--- config.mk ---
export PLATFORM = sky130hd
export DESIGN_NAME = rgb_to_hsv_converter
export DESIGN_NICKNAME = d
export VERILOG_FILES = /design/src/rtl/rgbhsv_pkg.sv /design/src/rtl/rgb_to_hsv_converter.sv /design/src/rtl/rgbhsv_front.sv /design/src/rtl/rgbhsv_queue.sv /design/src/rtl/rgbhsv_back.sv
export SDC_FILE = /design/constraint.sdc
export NUM_CORES = 1
export LEC_CHECK = 0
export BUFFER_PORTS_ARGS = -buffer_cell sky130_fd_sc_hd__buf_2
export CORE_UTILIZATION = 24
export CTS_BUF_LIST = sky130_fd_sc_hd__clkbuf_8
export DETAILED_ROUTE_END_ITERATION = 10
export PLACE_DENSITY_LB_ADDON = 0.12
export SETUP_SLACK_MARGIN = 0.3
export SYNTH_ARGS = -nofsm -noshare
export SYNTH_HDL_FRONTEND = slang
export SYNTH_SLANG_ARGS = --single-unit
--- constraint.sdc ---
create_clock -name clk -period 27.5 [get_ports clk]
set_clock_uncertainty 0.05 [all_clocks]
set_input_delay 6.875 -clock clk [delete_from_list [all_inputs] [get_ports clk]]
set_output_delay 6.875 -clock clk [all_outputs]
set_load 0.005 [all_outputs]
--- src/rtl/rgbhsv_pkg.sv ---
// ----------------------------------------------------------------------------
// RGB to HSV package
// Shared types and constants for the pixel color converter.
// ----------------------------------------------------------------------------
package rgbhsv_pkg;

  localparam int CH_W       = 8;
  localparam int HUE_W      = 9;
  localparam int HUE_NUM_W  = 14;   // 60 * 255 fits in 14 bits
  localparam int SAT_NUM_W  = 16;   // 255 * 255 fits in 16 bits
  localparam int QUO_W      = 8;    // both quotients stay below 256

  localparam logic [HUE_W-1:0] HUE_BASE_RED   = 9'd0;
  localparam logic [HUE_W-1:0] HUE_BASE_WRAP  = 9'd360;
  localparam logic [HUE_W-1:0] HUE_BASE_GREEN = 9'd120;
  localparam logic [HUE_W-1:0] HUE_BASE_BLUE  = 9'd240;

  // Classified pixel, handed from the front to the back through the queue
  typedef struct packed {
    logic [HUE_NUM_W-1:0] hue_num;
    logic [CH_W-1:0]      hue_den;
    logic                 hue_neg;
    logic [HUE_W-1:0]     hue_base;
    logic [SAT_NUM_W-1:0] sat_num;
    logic [CH_W-1:0]      sat_den;
    logic [CH_W-1:0]      value;
  } rgbhsv_work_t;

  // One stage of the shared division pipeline
  typedef struct packed {
    logic [HUE_NUM_W-1:0] hue_rem;
    logic [CH_W-1:0]      hue_den;
    logic [QUO_W-1:0]     hue_q;
    logic                 hue_neg;
    logic [HUE_W-1:0]     hue_base;
    logic [SAT_NUM_W-1:0] sat_rem;
    logic [CH_W-1:0]      sat_den;
    logic [QUO_W-1:0]     sat_q;
    logic [CH_W-1:0]      value;
  } rgbhsv_div_t;

endpackage

--- src/rtl/rgb_to_hsv_converter.sv ---
// ----------------------------------------------------------------------------
// RGB to HSV converter
// Converts one 8-bit RGB pixel per unstalled clock to hue, saturation, value.
// ----------------------------------------------------------------------------
// Input channel: in_valid / in_stall with in_red, in_green, in_blue. A word
// is taken on a rising edge with in_valid high and in_stall low.
// Output channel: out_valid / out_stall with out_hue (0..359 degrees),
// out_saturation (255 = 1.0) and out_brightness (largest channel).
// Throughput: one pixel per clock, sustained, while out_stall stays low.
// Path of a word: the accepting edge writes it into the queue, the divider
// stages then carry it on (one quotient bit per stage), and the output
// register takes it last.
// A front end classifies each pixel and pushes it into a QUEUE_DEPTH-entry
// queue; the back end pops it into the divider pipeline.
// With out_valid and out_stall high, output word and whole divider pipe hold;
// the queue keeps taking words until it fills, then in_stall rises.
// Reset (rst_n low, synchronous) empties the queue and the pipe.
// ----------------------------------------------------------------------------
module rgb_to_hsv_converter import rgbhsv_pkg::*; #(
  parameter int QUEUE_DEPTH = 4
) (
  input  logic                clk,
  input  logic                rst_n,
  input  logic                in_valid,
  output logic                in_stall,
  input  logic [CH_W-1:0]     in_red,
  input  logic [CH_W-1:0]     in_green,
  input  logic [CH_W-1:0]     in_blue,
  output logic                out_valid,
  input  logic                out_stall,
  output logic [HUE_W-1:0]    out_hue,
  output logic [CH_W-1:0]     out_saturation,
  output logic [CH_W-1:0]     out_brightness
);

  rgbhsv_work_t push_data, pop_data;
  logic         push, pop, q_full, q_valid;

  rgbhsv_front u_front (
    .in_valid (in_valid),
    .in_stall (in_stall),
    .in_red   (in_red),
    .in_green (in_green),
    .in_blue  (in_blue),
    .q_full   (q_full),
    .push     (push),
    .work     (push_data)
  );

  rgbhsv_queue #(.DEPTH(QUEUE_DEPTH)) u_queue (
    .clk       (clk),
    .rst_n     (rst_n),
    .push      (push),
    .push_data (push_data),
    .full      (q_full),
    .pop       (pop),
    .pop_valid (q_valid),
    .pop_data  (pop_data)
  );

  rgbhsv_back u_back (
    .clk            (clk),
    .rst_n          (rst_n),
    .q_valid        (q_valid),
    .q_data         (pop_data),
    .pop            (pop),
    .out_valid      (out_valid),
    .out_stall      (out_stall),
    .out_hue        (out_hue),
    .out_saturation (out_saturation),
    .out_brightness (out_brightness)
  );

endmodule

--- src/rtl/rgbhsv_front.sv ---
// ----------------------------------------------------------------------------
// RGB to HSV front end
// Accepts pixels, finds max/min and the hue sector, and forms the dividends
// and divisors for the back end.
// ----------------------------------------------------------------------------
module rgbhsv_front import rgbhsv_pkg::*; (
  input  logic                in_valid,
  output logic                in_stall,
  input  logic [CH_W-1:0]     in_red,
  input  logic [CH_W-1:0]     in_green,
  input  logic [CH_W-1:0]     in_blue,
  input  logic                q_full,
  output logic                push,
  output rgbhsv_work_t        work
);

  logic [CH_W-1:0] mx, mn, delta, mag;
  logic [CH_W:0]   diff;
  logic            is_red, is_green;

  assign in_stall = q_full;
  assign push     = in_valid && !q_full;

  always_comb begin
    mx = in_red;
    mn = in_red;
    if (in_green > mx) mx = in_green;
    if (in_blue  > mx) mx = in_blue;
    if (in_green < mn) mn = in_green;
    if (in_blue  < mn) mn = in_blue;
    delta = mx - mn;

    is_red   = (mx == in_red);
    is_green = !is_red && (mx == in_green);

    if (is_red) begin
      diff = {1'b0, in_green} - {1'b0, in_blue};
    end else if (is_green) begin
      diff = {1'b0, in_blue} - {1'b0, in_red};
    end else begin
      diff = {1'b0, in_red} - {1'b0, in_green};
    end
    mag = diff[CH_W] ? CH_W'(-diff) : diff[CH_W-1:0];

    work.value   = mx;
    work.sat_num = {delta, 8'd0} - SAT_NUM_W'(delta);
    work.sat_den = (mx == '0) ? CH_W'(1) : mx;

    if (delta == '0) begin
      // grey: force hue to zero through a zero dividend
      work.hue_num  = '0;
      work.hue_den  = CH_W'(1);
      work.hue_neg  = 1'b0;
      work.hue_base = HUE_BASE_RED;
    end else begin
      work.hue_num  = {mag, 6'd0} - {4'd0, mag, 2'd0};
      work.hue_den  = delta;
      work.hue_neg  = diff[CH_W];
      if (is_red)
        work.hue_base = diff[CH_W] ? HUE_BASE_WRAP : HUE_BASE_RED;
      else if (is_green)
        work.hue_base = HUE_BASE_GREEN;
      else
        work.hue_base = HUE_BASE_BLUE;
    end
  end

endmodule

--- src/rtl/rgbhsv_queue.sv ---
// ----------------------------------------------------------------------------
// RGB to HSV queue
// Small register FIFO between the front and back ends.
// ----------------------------------------------------------------------------
module rgbhsv_queue import rgbhsv_pkg::*; #(
  parameter int DEPTH = 4
) (
  input  logic          clk,
  input  logic          rst_n,
  input  logic          push,
  input  rgbhsv_work_t  push_data,
  output logic          full,
  input  logic          pop,
  output logic          pop_valid,
  output rgbhsv_work_t  pop_data
);

  localparam int PTR_W = (DEPTH > 1) ? $clog2(DEPTH) : 1;
  localparam int CNT_W = $clog2(DEPTH + 1);

  rgbhsv_work_t     mem [DEPTH];
  logic [PTR_W-1:0] wr_ptr_r, rd_ptr_r;
  logic [CNT_W-1:0] count_r;

  assign full      = (count_r == CNT_W'(DEPTH));
  assign pop_valid = (count_r != '0);
  assign pop_data  = mem[rd_ptr_r];

  always_ff @(posedge clk) begin
    if (push) mem[wr_ptr_r] <= push_data;
  end

  always_ff @(posedge clk) begin
    if (!rst_n) begin
      wr_ptr_r <= '0;
      rd_ptr_r <= '0;
      count_r  <= '0;
    end else begin
      if (push)
        wr_ptr_r <= (wr_ptr_r == PTR_W'(DEPTH - 1)) ? '0 : wr_ptr_r + PTR_W'(1);
      if (pop)
        rd_ptr_r <= (rd_ptr_r == PTR_W'(DEPTH - 1)) ? '0 : rd_ptr_r + PTR_W'(1);
      if (push && !pop)
        count_r <= count_r + CNT_W'(1);
      else if (pop && !push)
        count_r <= count_r - CNT_W'(1);
    end
  end

endmodule

--- src/rtl/rgbhsv_back.sv ---
// ----------------------------------------------------------------------------
// RGB to HSV back end
// Eight-stage restoring divider for hue and saturation, one quotient bit per
// stage, then hue assembly into the output register.
// ----------------------------------------------------------------------------
module rgbhsv_back import rgbhsv_pkg::*; (
  input  logic                clk,
  input  logic                rst_n,
  input  logic                q_valid,
  input  rgbhsv_work_t        q_data,
  output logic                pop,
  output logic                out_valid,
  input  logic                out_stall,
  output logic [HUE_W-1:0]    out_hue,
  output logic [CH_W-1:0]     out_saturation,
  output logic [CH_W-1:0]     out_brightness
);

  localparam int NSTG = QUO_W;

  rgbhsv_div_t     stg_in  [NSTG];
  rgbhsv_div_t     stg_nxt [NSTG];
  rgbhsv_div_t     pipe_r  [NSTG];
  logic [NSTG-1:0] vld_r;
  logic            out_valid_r;
  logic [HUE_W-1:0] hue_r, hue_nxt;
  logic [CH_W-1:0]  sat_r, val_r;
  logic             en;
  rgbhsv_div_t      last;
  logic [QUO_W-1:0] q_ceil;

  // whole pipe moves together unless the output word is held
  assign en  = !out_valid_r || !out_stall;
  assign pop = en && q_valid;

  always_comb begin
    stg_in[0].hue_rem  = q_data.hue_num;
    stg_in[0].hue_den  = q_data.hue_den;
    stg_in[0].hue_q    = '0;
    stg_in[0].hue_neg  = q_data.hue_neg;
    stg_in[0].hue_base = q_data.hue_base;
    stg_in[0].sat_rem  = q_data.sat_num;
    stg_in[0].sat_den  = q_data.sat_den;
    stg_in[0].sat_q    = '0;
    stg_in[0].value    = q_data.value;
  end

  for (genvar s = 0; s < NSTG; s++) begin : g_stage
    localparam int K = NSTG - 1 - s;
    logic [HUE_NUM_W:0]   hue_sh;
    logic [SAT_NUM_W-1:0] sat_sh;

    if (s > 0) begin : g_link
      assign stg_in[s] = pipe_r[s-1];
    end

    assign hue_sh = (HUE_NUM_W+1)'(stg_in[s].hue_den) << K;
    assign sat_sh = SAT_NUM_W'(stg_in[s].sat_den) << K;

    always_comb begin
      stg_nxt[s] = stg_in[s];
      if ({1'b0, stg_in[s].hue_rem} >= hue_sh) begin
        stg_nxt[s].hue_rem  = stg_in[s].hue_rem - hue_sh[HUE_NUM_W-1:0];
        stg_nxt[s].hue_q[K] = 1'b1;
      end
      if (stg_in[s].sat_rem >= sat_sh) begin
        stg_nxt[s].sat_rem  = stg_in[s].sat_rem - sat_sh;
        stg_nxt[s].sat_q[K] = 1'b1;
      end
    end

    always_ff @(posedge clk) begin
      if (en) pipe_r[s] <= stg_nxt[s];
    end
  end

  // floor of a negative quotient rounds the magnitude up
  always_comb begin
    last    = pipe_r[NSTG-1];
    q_ceil  = last.hue_q + QUO_W'(last.hue_rem != '0);
    if (last.hue_neg)
      hue_nxt = last.hue_base - HUE_W'(q_ceil);
    else
      hue_nxt = last.hue_base + HUE_W'(last.hue_q);
  end

  always_ff @(posedge clk) begin
    if (en) begin
      hue_r <= hue_nxt;
      sat_r <= last.sat_q;
      val_r <= last.value;
    end
  end

  always_ff @(posedge clk) begin
    if (!rst_n) begin
      vld_r       <= '0;
      out_valid_r <= 1'b0;
    end else if (en) begin
      vld_r       <= {vld_r[NSTG-2:0], q_valid};
      out_valid_r <= vld_r[NSTG-1];
    end
  end

  assign out_valid      = out_valid_r;
  assign out_hue        = hue_r;
  assign out_saturation = sat_r;
  assign out_brightness = val_r;

endmodule

### Word level (Yosys, flattened, before mapping)

Memory sizes are Yosys's and may differ from the RTL's. A register that Yosys moved wholly into a read port is not among the register bits.
Index checks and enable logic that the tools add are counted.

| storage, ports and cells | value |
|---|---|
| memories kept | 2 |
| ROM bits | 0 |
| bits in registers | 41 |
| RAM bits | 896 |
| bits of input ports | 28 |
| bits in latches | 0 |

| operators by class | value |
|---|---|
| mux-type cells | 55 |
| bitwise operators | 0 |
| reductions and logical operators | 17 |
| div/mod/pow operators | 0 |
| magnitude comparators | 20 |
| shift operators | 0 |
| add/subtract/negate cells | 30 |
| equal/unequal tests | 5 |
| multiply operators | 0 |

Memories:

| name | words | bits a word | rd ports | clocked after Yosys merged registers in | wr ports | RTL line | source |
|---|---|---|---|---|---|---|---|
| u_back.pipe_r | 8 | 80 | 8 | 0 | 8 | rgbhsv_back.sv:23 | `rgbhsv_div_t pipe_r [NSTG];` |
| u_queue.mem | 4 | 64 | 1 | 1 | 1 | rgbhsv_queue.sv:21 | `rgbhsv_work_t mem [DEPTH];` |

Operator list:

| kind | count |
|---|---|
| $mux W16 | 8 |
| $mux W14 | 8 |
| $mux W8 | 7 |
| $mux W9 | 5 |
| $mux W32 | 1 |
| $sub A16 B8 Y16 | 2 |
| $sub A14 B10 Y14 | 2 |
| $sub A14 B14 Y14 | 2 |
| $sub A8 B8 Y9 | 3 |
| $mux W1 | 20 |
| $eq A8 B8 Y1 | 2 |
| $ge A16 B10 Y1 | 1 |
| $ge A16 B11 Y1 | 1 |
| $ge A16 B12 Y1 | 1 |
| $ge A16 B13 Y1 | 1 |
| $ge A16 B14 Y1 | 1 |
| $ge A16 B15 Y1 | 1 |
| $ge A16 B8 Y1 | 1 |
| $ge A16 B9 Y1 | 1 |
| $gt A8 B8 Y1 | 2 |
| $logic_not A8 Y1 | 2 |
| $lt A8 B8 Y1 | 2 |
| $sub A16 B10 Y16 | 1 |
| $sub A16 B11 Y16 | 1 |
| 36 further kinds | 51 |

### Depth between registers and ports, before layout

| depth | value |
|---|---|
| depth after elaboration | 13 |
| mapped depth | 34 |
| depth with buffers taken out | 29 |

### By module

A second synthesis with hierarchy kept.

| second synthesis, totals | value |
|---|---|
| cells, all modules | 2840 |
| area, all modules | 39960.8 um2 |

By module, submodules not included:

| module | area each (um2) | seq. area each (um2) | times used | cells each |
|---|---|---|---|---|
| rgbhsv_back | 26555.5 | 17506.8 | 1 | 1939 |
| rgbhsv_queue | 9769.4 | 7867.5 | 1 | 378 |
| rgbhsv_front | 3636.0 | 0.0 | 1 | 523 |

### Least setup slack after synthesis

OpenSTA, ideal clock, no wires.

| timing path | value |
|---|---|
| path type | in2reg |
| from | input out_stall |
| to | register u_queue.count_r[2] |
| setup time | 76 ps |
| buffers on the path | 1 |
| data arrival time | 22156 ps |
| slack | 5218 ps |
| stages on the path | 10 |
| cell sequence | and2_1 clkbuf_1 clkinv_1 o31ai_1 ha_1 inv_1 fa_1 xor2_1 or3_1 a21boi_0 |

| between the ends | value |
|---|---|
| longest elaborated chain between the ends | 6 |
| elaborated cells on any way between the ends | 8 |
| classes of those cells | 1 x mux; 7 x reduce/logical |

RTL lines:

| what | RTL line | source |
|---|---|---|
| from (decl) | rgb_to_hsv_converter.sv:30 | `input logic out_stall,` |
| $logic_not A1 Y1 * | rgbhsv_back.sv:33 | `assign en = !out_valid_r \|\| !out_stall;` |
| $logic_or A1 B1 Y1 * | rgbhsv_back.sv:33 |  |
| net u_back.en | rgbhsv_back.sv:28 | `logic en;` |
| $logic_and A1 B1 Y1 * | rgbhsv_back.sv:34 | `assign pop = en && q_valid;` |
| $logic_not A1 Y1 | rgbhsv_queue.sv:43 | `if (push && !pop)` |
| $logic_and A1 B1 Y1 | rgbhsv_queue.sv:43 |  |
| $mux W3 or $reduce_bool A2 Y1 (tied branches) | -- |  |
| to (signal assigned) | rgbhsv_queue.sv:44 | `count_r <= count_r + CNT_W'(1);` |
| to (signal assigned) | rgbhsv_queue.sv:46 | `count_r <= count_r - CNT_W'(1);` |
| to (decl) | rgbhsv_queue.sv:23 | `logic [CNT_W-1:0] count_r;` |

The timed path passes the listed nets; every way through them passes the cells marked *.
A chain may end at the register's enable or synchronous reset.

==> out/qor.yml <==
run_status:
  status: "finished with violations"
  violations: "DRC"
timing:
  tightest_slew_ns: 1.04
  max_freq_mhz: 69.5
  setup_viol: 0
  slew_headroom: 0.309
  setup-tns-final_ns: 0
  min_period_ns: 14.38
  maxSlewViolCount: 0
  hold_viol_final: 0
  rsz0062_at_grt: "false"
  layout_worst_path_cycle_share: 0.523
  worst_hold_slack_ns: 0.351
logic_synthesis:
  syn_area_per_cell_um2: 13.9
  synth_fp_nets: 2881
  ys_top_cells_by_area: "edfxtp_1 63%, ha_1 6.7%, mux4_2 3.3%"
  synth_top_cell_by_area: "edfxtp_1"
  synth_edf_count: 764
  async_flop_share: 0
  synth_compound_area_frac: 0.0822
  synth_simple_gate_area_frac: 0.0845
  synthAdderAreaFrac: 0.0775
  synthDistinctLibCells: 93
  synth-seq-cells: 782
  yosysTopAreaCellShare: 0.626
  ys.flop_type: "edfxtp_1"
  syn-cell-area_um2: 36700
  synthCells: 2638
  muxShareOfSynthArea: 0.0485
  synthXorXnorAreaFrac: 0.0438
  seq_area_frac_synth: 0.636
  ys_warn_count: 0
  synth_top_family_by_area: "simple AND/OR/NAND/NOR gates"
power_and_ir_drop:
  ir_drop_v: 0.0000498
  leakagePower_nw: 16.1
  power_density_nw_per_um2: 133
cts:
  h-tree-depth: 4
  path_clk_slew_ns: 0.06
  cts_sinks: 782
  clock_insertion_delay_worst_skew_ns: 0.86
  cts_made_buffers: 149
  root_buffer: "clkbuf_8"
  cts_setup_buffers: 0
  postCtsHoldBufs: 0
  ctsResizeCount: 0
  cts_tree: "done"
  clockBufferDepth: 3
layout:
  final_cell_mix: "764 x edfxtp_1, 252 x inv_1, 195 x ha_1"
  fin_util: 0.278
  syn_to_final_growth_pct: 15.2
  num-nets-final: 3056
  nFillCells: 15536
  layout-drive-gt1-share: 0.127
  final_common_cell: "edfxtp_1"
die:
  num_rows: 143
  die_h_um: 393
  die_area_um2: 154000
  core_area_um2: 152000
  io_pins: 55
  die_w_um: 393
  initial_utilization: 0.242
global_route:
  grt-ovfl-total: 0
  grtUsageMet2: 0.176
  grt_util_all_layers: 0.101
  grtUsageMet1: 0.116
  grt_pass1_wl_um: 121000
  antenna_found_initial: 1
  busiest_layer: "met2"
  grt_pass1_vias: 22180
  grt_max_degree: 97
  use_met3: 0.0255
worst_hold_path:
  whs_endpoint: "u_back.pipe_r[1][94]$_DFFE_PP_"
  min_path_type: "flop to flop"
  hp-start: "u_back.pipe_r[1][14]$_DFFE_PP_"
  hold-path-cell-count: 0
placement:
  dp_hpwl_um: 52700
  place.gp.congestion: 0.795
  port_buffers: 54
worst_setup_path:
  slowest_delay_ns: 0.68
  reg2reg_to: "u_back.pipe_r[0][37]$_DFFE_PP_"
  cp_common_cell: "ha_1"
  cp-start-kind: "primary input"
  worstSetupPathType: "primary input to flop"
  worstPathArrival_ns: 14.92
  critical_path_peak_fanout: 26
  reg2regPathDepth: 15
  crit_path_end_kind: "flop"
  rrSetupSlack_ns: 22.14
  crit_required_ns: 28.04
  crit_path_top_delay_cell: "a21oi_2"
route:
  avgViaCountPerCell: 4.18
  drt-initial-drc-count: 1100
  ant_nets: 0
  drc: 2
  routed_wl_um: 76600
  dr.pass1.iters: 8
  wl_per_cell_um: 15.5
  vias: 20687
flow_run:
  maxCapViolations: 0
## logic make-up (layout without fill, tap and decap cells)
family          after synthesis  in the layout
flops                       782            782
simple gates                601            601
compound gates              488            488
buf+inv                     266            549
fa+ha+maj                   215            215
xor+xnor                    181            181
mux                         105            105
other cells                   0              1
## state kept, by name (all words and copies together), names as in the netlist, named ones only
register,cells
u_back.pipe_r,507
u_queue.mem,232
u_back.out_hue,9
u_back.out_brightness,8
u_back.out_saturation,8
u_back.vld_r,8
u_queue.count_r,3
u_queue.rd_ptr_r,2
u_queue.wr_ptr_r,2
u_back.out_valid,1
## critical path: cells and delay by family
family          cells  cell delay (ns)
mux                 1             0.68
compound gates     10             3.10
buf+inv             3             0.46
fa+ha+maj           4             1.31
simple gates       10             2.19
xor+xnor            1             0.30
## how the worst max path moves through the flow
stage | startpoint | end | slack, ns | cells after the start
global route | in_green[7] | u_queue.mem[3][60]$_DFFE_PP_ | 12.26 | 29
global placement | in_green[7] | u_queue.mem[0][62]$_DFFE_PP_ | 12.61 | 29
floorplan | out_stall | u_queue.count_r[2]$_SDFFE_PN0P_ | 5.22 | 10
CTS | in_green[7] | u_queue.mem[3][62]$_DFFE_PP_ | 13.28 | 29
detailed placement | in_green[7] | u_queue.mem[2][62]$_DFFE_PP_ | 12.33 | 29
finish | in_green[7] | u_queue.mem[3][60]$_DFFE_PP_ | 13.12 | 29
## stage by stage
step | area (um^2) | cells | setup WS, ns | total power [mW]
after floorplan | 36700 | 2638 | 5.22 | 4.00
after global placement | 39400 | 4692 | 12.61 | 4.57
after detailed placement | 39400 | 4692 | 12.33 | 4.62
after CTS | 42200 | 4951 | 13.28 | 5.75
after global routing | 42200 | 4952 | 12.26 | 6.11
final | 42200 | 4952 | 13.12 | 5.63
## synth_stat cells, drive strengths merged (14+ instances only)
cell,number
a21oi,169
nand2,111
nor3,31
nor2b,48
inv,215
o21ai,128
xnor2,111
clkbuf,37
nor4,27
mux2,18
and2,25
nor2,182
ha,195
dfxtp,18
mux2i,33
a21boi,14
nand4,26
o31ai,18
edfxtp,764
nand2b,57
xor2,69
mux4,54
a21o,81
fa,20
nand3,28
## area by class of cell
cell class                 instances  area (um^2)  area share
antenna                            1         2.50   0.0000593
clock buffer                     150         2060      0.0489
clock inverter                   109          741      0.0175
inverter                         217          822      0.0195
multi-input combinational       1590        12300       0.292
sequential                       782        23300       0.552
tap                             2030         2540      0.0601
timing repair buffer              73          413     0.00978
## layer usage
| metal | wire length, um | part of all wire |
|---|---|---|
| met5 | 0 | 0 |
| met4 | 2590 | 0.034 |
| met3 | 3040 | 0.040 |
| met2 | 38000 | 0.50 |
| met1 | 33000 | 0.43 |
## report_power, final
group          total, mW  internal, mW  switching [mW]
registers           2.31          2.09           0.223
clock network       1.08         0.573           0.504
logic               2.25          1.01            1.24
Power figures use the tool's default switching activity.
